==> src/rtl/core/rcft_pkg.sv <==
`default_nettype none
// ----------------------------------------------------------------------------
// rcft_pkg
// Shared constants and types of the floor and ceiling texel caster.
// ----------------------------------------------------------------------------
package rcft_pkg;

    localparam int SCREEN_HEIGHT = 480;
    localparam int SCREEN_WIDTH  = 640;
    localparam int TEX_LOG2      = 6;
    localparam int TEX_SIZE      = 1 << TEX_LOG2;
    localparam int DIV_STAGES    = 6;

    localparam logic [23:0] Q_MAX  = 24'hFFFFFF;
    localparam logic [16:0] Q_ONE  = 17'h10000;
    localparam logic [23:0] HALF_MASK = 24'h7F7F7F;
    localparam logic [39:0] CD_NUM = 40'(SCREEN_HEIGHT) << 16;

    localparam logic MODE_LOAD = 1'b0;
    localparam logic MODE_CAST = 1'b1;

    localparam logic [1:0] TEX_FLOOR_A = 2'd0;
    localparam logic [1:0] TEX_FLOOR_B = 2'd1;
    localparam logic [1:0] TEX_CEILING = 2'd2;

    typedef struct packed {
        logic        is_cast;
        logic        bad;
        logic [1:0]  sel;
        logic [11:0] tex_index;
        logic [31:0] texel;
        logic [9:0]  column;
        logic [9:0]  row;
        logic [23:0] wall_dist;
        logic [23:0] floor_x;
        logic [23:0] floor_y;
        logic [23:0] pos_x;
        logic [23:0] pos_y;
    } item_t;

endpackage
`default_nettype wire

==> src/rtl/core/rcft_div.sv <==
`default_nettype none
// ----------------------------------------------------------------------------
// rcft_div
// Pipelined restoring divider, four quotient bits per stage, with a flag for
// quotients that do not fit in 24 bits.
// ----------------------------------------------------------------------------
module rcft_div (
    input  wire logic        aclk,
    input  wire logic        en,
    input  wire logic [39:0] dividend,
    input  wire logic [23:0] divisor,
    output logic      [23:0] quotient,
    output logic             ovf
);

    logic [23:0] rem_reg  [0:rcft_pkg::DIV_STAGES-1];
    logic [23:0] low_reg  [0:rcft_pkg::DIV_STAGES-1];
    logic [23:0] den_reg  [0:rcft_pkg::DIV_STAGES-1];
    logic [23:0] quo_reg  [0:rcft_pkg::DIV_STAGES-1];
    logic        ovf_reg  [0:rcft_pkg::DIV_STAGES-1];

    logic [23:0] rem_in   [0:rcft_pkg::DIV_STAGES-1];
    logic [23:0] low_in   [0:rcft_pkg::DIV_STAGES-1];
    logic [23:0] den_in   [0:rcft_pkg::DIV_STAGES-1];
    logic [23:0] quo_in   [0:rcft_pkg::DIV_STAGES-1];
    logic        ovf_in   [0:rcft_pkg::DIV_STAGES-1];

    logic [23:0] rem_next [0:rcft_pkg::DIV_STAGES-1];
    logic [23:0] quo_next [0:rcft_pkg::DIV_STAGES-1];

    always_comb begin
        logic [24:0] trial;
        logic [23:0] r;
        logic [23:0] q;
        rem_in[0] = {8'd0, dividend[39:24]};
        low_in[0] = dividend[23:0];
        den_in[0] = divisor;
        quo_in[0] = 24'd0;
        ovf_in[0] = ({8'd0, dividend[39:24]} >= divisor);
        for (int s = 1; s < rcft_pkg::DIV_STAGES; s++) begin
            rem_in[s] = rem_reg[s-1];
            low_in[s] = low_reg[s-1];
            den_in[s] = den_reg[s-1];
            quo_in[s] = quo_reg[s-1];
            ovf_in[s] = ovf_reg[s-1];
        end
        for (int s = 0; s < rcft_pkg::DIV_STAGES; s++) begin
            r = rem_in[s];
            q = quo_in[s];
            for (int b = 0; b < 4; b++) begin
                trial = {r, low_in[s][23-b]};
                if (trial >= {1'b0, den_in[s]}) begin
                    r = 24'(trial - {1'b0, den_in[s]});
                    q = {q[22:0], 1'b1};
                end else begin
                    r = trial[23:0];
                    q = {q[22:0], 1'b0};
                end
            end
            rem_next[s] = r;
            quo_next[s] = q;
        end
    end

    always_ff @(posedge aclk) begin
        if (en) begin
            for (int s = 0; s < rcft_pkg::DIV_STAGES; s++) begin
                rem_reg[s] <= rem_next[s];
                low_reg[s] <= {low_in[s][19:0], 4'd0};
                den_reg[s] <= den_in[s];
                quo_reg[s] <= quo_next[s];
                ovf_reg[s] <= ovf_in[s];
            end
        end
    end

    assign quotient = quo_reg[rcft_pkg::DIV_STAGES-1];
    assign ovf      = ovf_reg[rcft_pkg::DIV_STAGES-1];

endmodule
`default_nettype wire

==> config.mk <==
export PLATFORM = sky130hd
export DESIGN_NAME = rcft_div
export DESIGN_NICKNAME = d
export VERILOG_FILES = /design/src/rtl/core/rcft_pkg.sv /design/src/rtl/core/rcft_div.sv
export SDC_FILE = /design/constraint.sdc
export NUM_CORES = 2
export LEC_CHECK = 0
export BUFFER_PORTS_ARGS = -buffer_cell sky130_fd_sc_hd__buf_4
export CORE_UTILIZATION = 60
export DETAILED_ROUTE_END_ITERATION = 7
export GPL_ROUTABILITY_DRIVEN = 0
export PLACE_DENSITY = 0.77
export SLEW_MARGIN = 10
export SYNTH_ARGS = -nofsm -noshare
export SYNTH_HDL_FRONTEND = slang
export SYNTH_SLANG_ARGS = --single-unit
==> constraint.sdc <==
create_clock -name aclk -period 24.6 [get_ports aclk]
set_clock_uncertainty 0.2 [all_clocks]
set_input_delay 4.92 -clock aclk [delete_from_list [all_inputs] [get_ports aclk]]
set_output_delay 4.92 -clock aclk [all_outputs]
set_load 0.05 [all_outputs]
; Word level (Yosys, flattened, before mapping)
; Memories as Yosys holds them, arrays and structs flattened.
; Cells that the tools add are included.
[op_classes]
n_addsub = 24
magnitude_cmp = 25
mux = 50
[op_table]
columns = op, n
row1 = 24-bit 2-to-1 mux, 24
row2 = 25-bit by 24-bit >= comparator with 1-bit output, 23
row3 = 24-bit subtractor, 23
row4 = 1-bit 2-to-1 mux, 26
row5 = 16-bit by 24-bit >= comparator with 1-bit output, 1
row6 = 17-bit by 24-bit >= comparator with 1-bit output, 1
row7 = 17-bit by 24-bit subtractor with 24-bit output, 1
[word_totals]
regBits = 0
ram_bits = 558
memories = 5
out_inout_bits = 25
word_cells = 104
[mem_list]
columns = name, depth, width, read_ports, rd_clocked_by_memory_dff, write_ports, line_no
row1 = den_reg, 6, 24, 5, 0, 6, rcft_div.sv:18  ; logic [23:0] den_reg [0:rcft_pkg::DIV_STAGES-1];
row2 = quo_reg, 6, 24, 6, 0, 6, rcft_div.sv:19  ; logic [23:0] quo_reg [0:rcft_pkg::DIV_STAGES-1];
row3 = rem_reg, 6, 24, 5, 0, 6, rcft_div.sv:16  ; logic [23:0] rem_reg [0:rcft_pkg::DIV_STAGES-1];
row4 = low_reg, 6, 20, 5, 0, 6, rcft_div.sv:17  ; logic [23:0] low_reg [0:rcft_pkg::DIV_STAGES-1];
row5 = ovf_reg, 6, 1, 6, 0, 6, rcft_div.sv:20  ; logic ovf_reg [0:rcft_pkg::DIV_STAGES-1];

; Logic depth before layout (Yosys ltp)
; An unclocked memory read counts as a cell.
[logic_depth]
ltp_word = 9
mapped_depth = 59
depth_no_buf = 51

; Least setup slack after synthesis
; Ideal clock, no wire load.
[synth_timing]
path_type = input-to-reg
from = input port dividend[23]
to = memory rem_reg[0][14] (data pin)
slack_ns = 9.529
required_time_ns = 24.139
cell_stages = 51
arrival_time_ns = 14.611
cell_sequence = inv_1 -> ha_1 -> inv_1 -> fa_1 -> a21o_1 -> a21oi_1 -> o211ai_1 -> nand4_1 -> o31ai_1 -> o21ai_1 -> clkbuf_1 -> buf_1 -> nor2_1 -> a21oi_1 -> inv_1 -> ha_1 -> and3_1 -> nand2_1 -> (+15 left out) -> or3_1 -> a31oi_1 -> o211ai_2 -> clkbuf_1 -> mux2_2 -> ha_1 -> a21o_1 -> a21oi_1 -> nand2b_1 -> inv_1 -> a211oi_1 -> a21oi_1 -> o211ai_1 -> nand2_1 -> nor3b_1 -> clkbuf_1 -> nor3_1 -> a221o_1
[synth_rtl]
columns = element, line_no
row1 = start: declaration, rcft_div.sv:10  ; input wire logic [39:0] dividend,
row2 = end: declaration, rcft_div.sv:16

==> impl_results.md <==
* Worst setup EP type: flip-flop
* Worst-margin pin slew at 1.18 ns
* Yosys top cell area share at 0.256
* Total iterations of the first detailed-routing run at 6
* Top_reg_cell synth: edfxtp_1
* P&R area growth vs syn at 6.70%
* FF-to-FF Start: den_reg[1][18]$_DFFE_PP_
* Routed Antenna Nets at 0
* CTS tree: done
* Ports at 91
* Commonest cells in the netlist: ha_1, a21oi_1, edfxtp_1
* Worst Hold Depth at 0
* Final slew viol count at 0
* Count of cell types in the netlist at 108
* First-pass GRT wire length at 200 mm
* Yosys reg bits at 390
* Post-Synthesis Cell Area at 45800 um^2
* Period utilisation layout at 0.670
* Worst EP required at 24.70 ns
* Seq/Total Area, Yosys at 0.256
* Worst reg-to-reg path cell count at 49
* Capture point of the worst reg-to-reg path: rem_reg[2][10]$_DFFE_PP_
* Largest area contributor in the netlist: edfxtp_1
* Syn Inst Count at 5180
* Worst-Skew Late Latency at 0.61 ns
* Layout cells sized above 1 at 0.0970
* Status: complete, no violations
* Total GRT Usage at 0.322
* Longest Clk Path Bufs at 3
* Hold Crit Class: flip-flop to flip-flop
* Max Cap Violations at 0
* Crit Path Max Fanout at 34
* Initial antenna violation count at 0
* CP max-delay cell: nor3b_2
* Vias at 40200
* Detailed Route WL at 128 mm
* Final setup viols at 0
* Worst Hold Path EP: low_reg[3][15]$_DFFE_PP_
* Ranking of synthesized cells by area: edfxtp_1, ha_1, mux2_2, xnor2_1, a21oi_1
* Reg-to-reg slack, setup at 9.24 ns
* CTS Root Buffer Type: clkbuf_16
* Number of synthesized flops with an enable pin at 390
* Clock transition at path regs at 0.06 ns
* Place WS at 7.95 ns
* Fillers at 6192
* Final Critical Period at 16.49 ns
* Crit Path Class: primary input to flip-flop
* Core Area at 74900 um^2
* Worst setup margin at 8.11 ns
* Die Wd at 278 um
* Fin Setup TNS at 0 ns
* DRC at 0
* Row count at 100
* Initial Utilization at 0.611
* Nets at 5909
* Clock Sinks at 390
* Hold Crit Start: low_reg[2][11]$_DFFE_PP_
* Post-synthesis average cell area at 8.83 um^2
* Die footprint at 77400 um^2
* Most frequent cell after synthesis: ha_1
* Total gr overflow at 0
* Worst setup SP type: primary input
* Crit path DAT at 16.58 ns
* CTS buffer count at 45
* Hold buffer count at CTS at 0
* Die Y at 278 um
* Max incr delay on CP at 0.60 ns
* Unrepaired setup endpoints after global routing: false
* Endpoints failing hold at 0
* Vias per cell at 6.45
* Port Buffers at 90
* Post-CTS Setup Bufs at 0
* Syn_nets at 5854
* DP HPWL at 102 mm
* Most common cell on crit path: inv_1
* 1st-iter DRT viols at 3146
* Post-synthesis async set-or-reset flop share at 0
* Slew margin rel. at 0.209
* Ys Warns at 0
* Number of global-route vias before repair at 37700
* H-tree Lvls at 2
* DR WL/cell at 20.6 um
* Cts repair resizes at 0
* Pin count of the biggest net entering global routing at 117
* Fmax at 60.7 MHz
-- routing by layer --
layer  track usage  vias up  part of all wire
li1              -    19500                 -
met1         0.396    18800              0.41
met2         0.561     1485              0.48
met3        0.0322      403             0.060
met4         0.161        0             0.053
met5             0        -                 0
-- through the flow --
step / cells / area, um^2 / hold WS [ns] / utilization
after CTS: 6236 / 48800 / 0.218 / 0.651
after global routing: 6236 / 48800 / 0.222 / 0.651
final: 6237 / 48800 / 0.217 / 0.651
after floorplan: 5180 / 45800 / 0.200 / -
after global placement: 6157 / 47400 / 0.201 / 0.632
after detailed placement: 6157 / 47400 / 0.205 / 0.632
-- critical path: cells and delay by family --
kind,cells,cell delay [ns]
buffers and inverters,8,1.19
and+or+nand+nor,7,1.75
AOI/OAI and AO/OA,24,6.33
adders and majority gates,5,1.45
muxes,2,0.85
-- layout make-up --
cell class	instances	area (um^2)	area share
Tap cell	969	1210	0.0248
Inverter	369	1390	0.0285
Sequential cell	390	11700	0.240
Timing Repair Buffer	113	856	0.0175
Clock inverter	29	302	0.00618
Antenna cell	1	2.50	0.0000513
Multi-Input combinational cell	4316	32200	0.659
Clock buffer	50	1170	0.0239
-- kinds of logic after synthesis --
logic type	share of synthesized area
flops	0.256
xor+xnor	0.0779
compound gates	0.229
simple gates	0.152
mux	0.0739
buf+inv	0.0413
fa+ha+maj	0.170
-- cell usage in the layout (no fill, tap or decap), types with 72 or more instances in the layout --
cell,Yosys,routed
nor2_1,363,363
a21o_1,220,220
mux2_2,220,220
nand4_1,72,72
a21oi_1,441,441
xnor2_1,276,276
edfxtp_1,390,390
xor2_1,131,131
buf_4,3,112
inv_1,358,358
nand2_1,326,326
nor2b_1,73,73
nand3_1,126,126
o21a_1,102,102
ha_1,585,585
o21ai_0,305,305
nor3_1,112,112
-- worst max path at each step --
stage               cells past startpoint  slack (ns)         start                       end
floorplan                              51        9.53  dividend[23]  rem_reg[0][14]$_DFFE_PP_
global placement                       46        8.24  dividend[23]  rem_reg[0][22]$_DFFE_PP_
detailed placement                     43        7.95    divisor[1]  rem_reg[0][22]$_DFFE_PP_
CTS                                    43        8.47    divisor[1]   rem_reg[0][2]$_DFFE_PP_
global route                           46        7.48  dividend[23]   rem_reg[0][2]$_DFFE_PP_
finish                                 46        8.11  dividend[23]   rem_reg[0][2]$_DFFE_PP_
Power is left out: the tool's default activity adds up to more than one toggle a clock period on the data nets, which glitch-free logic cannot reach.
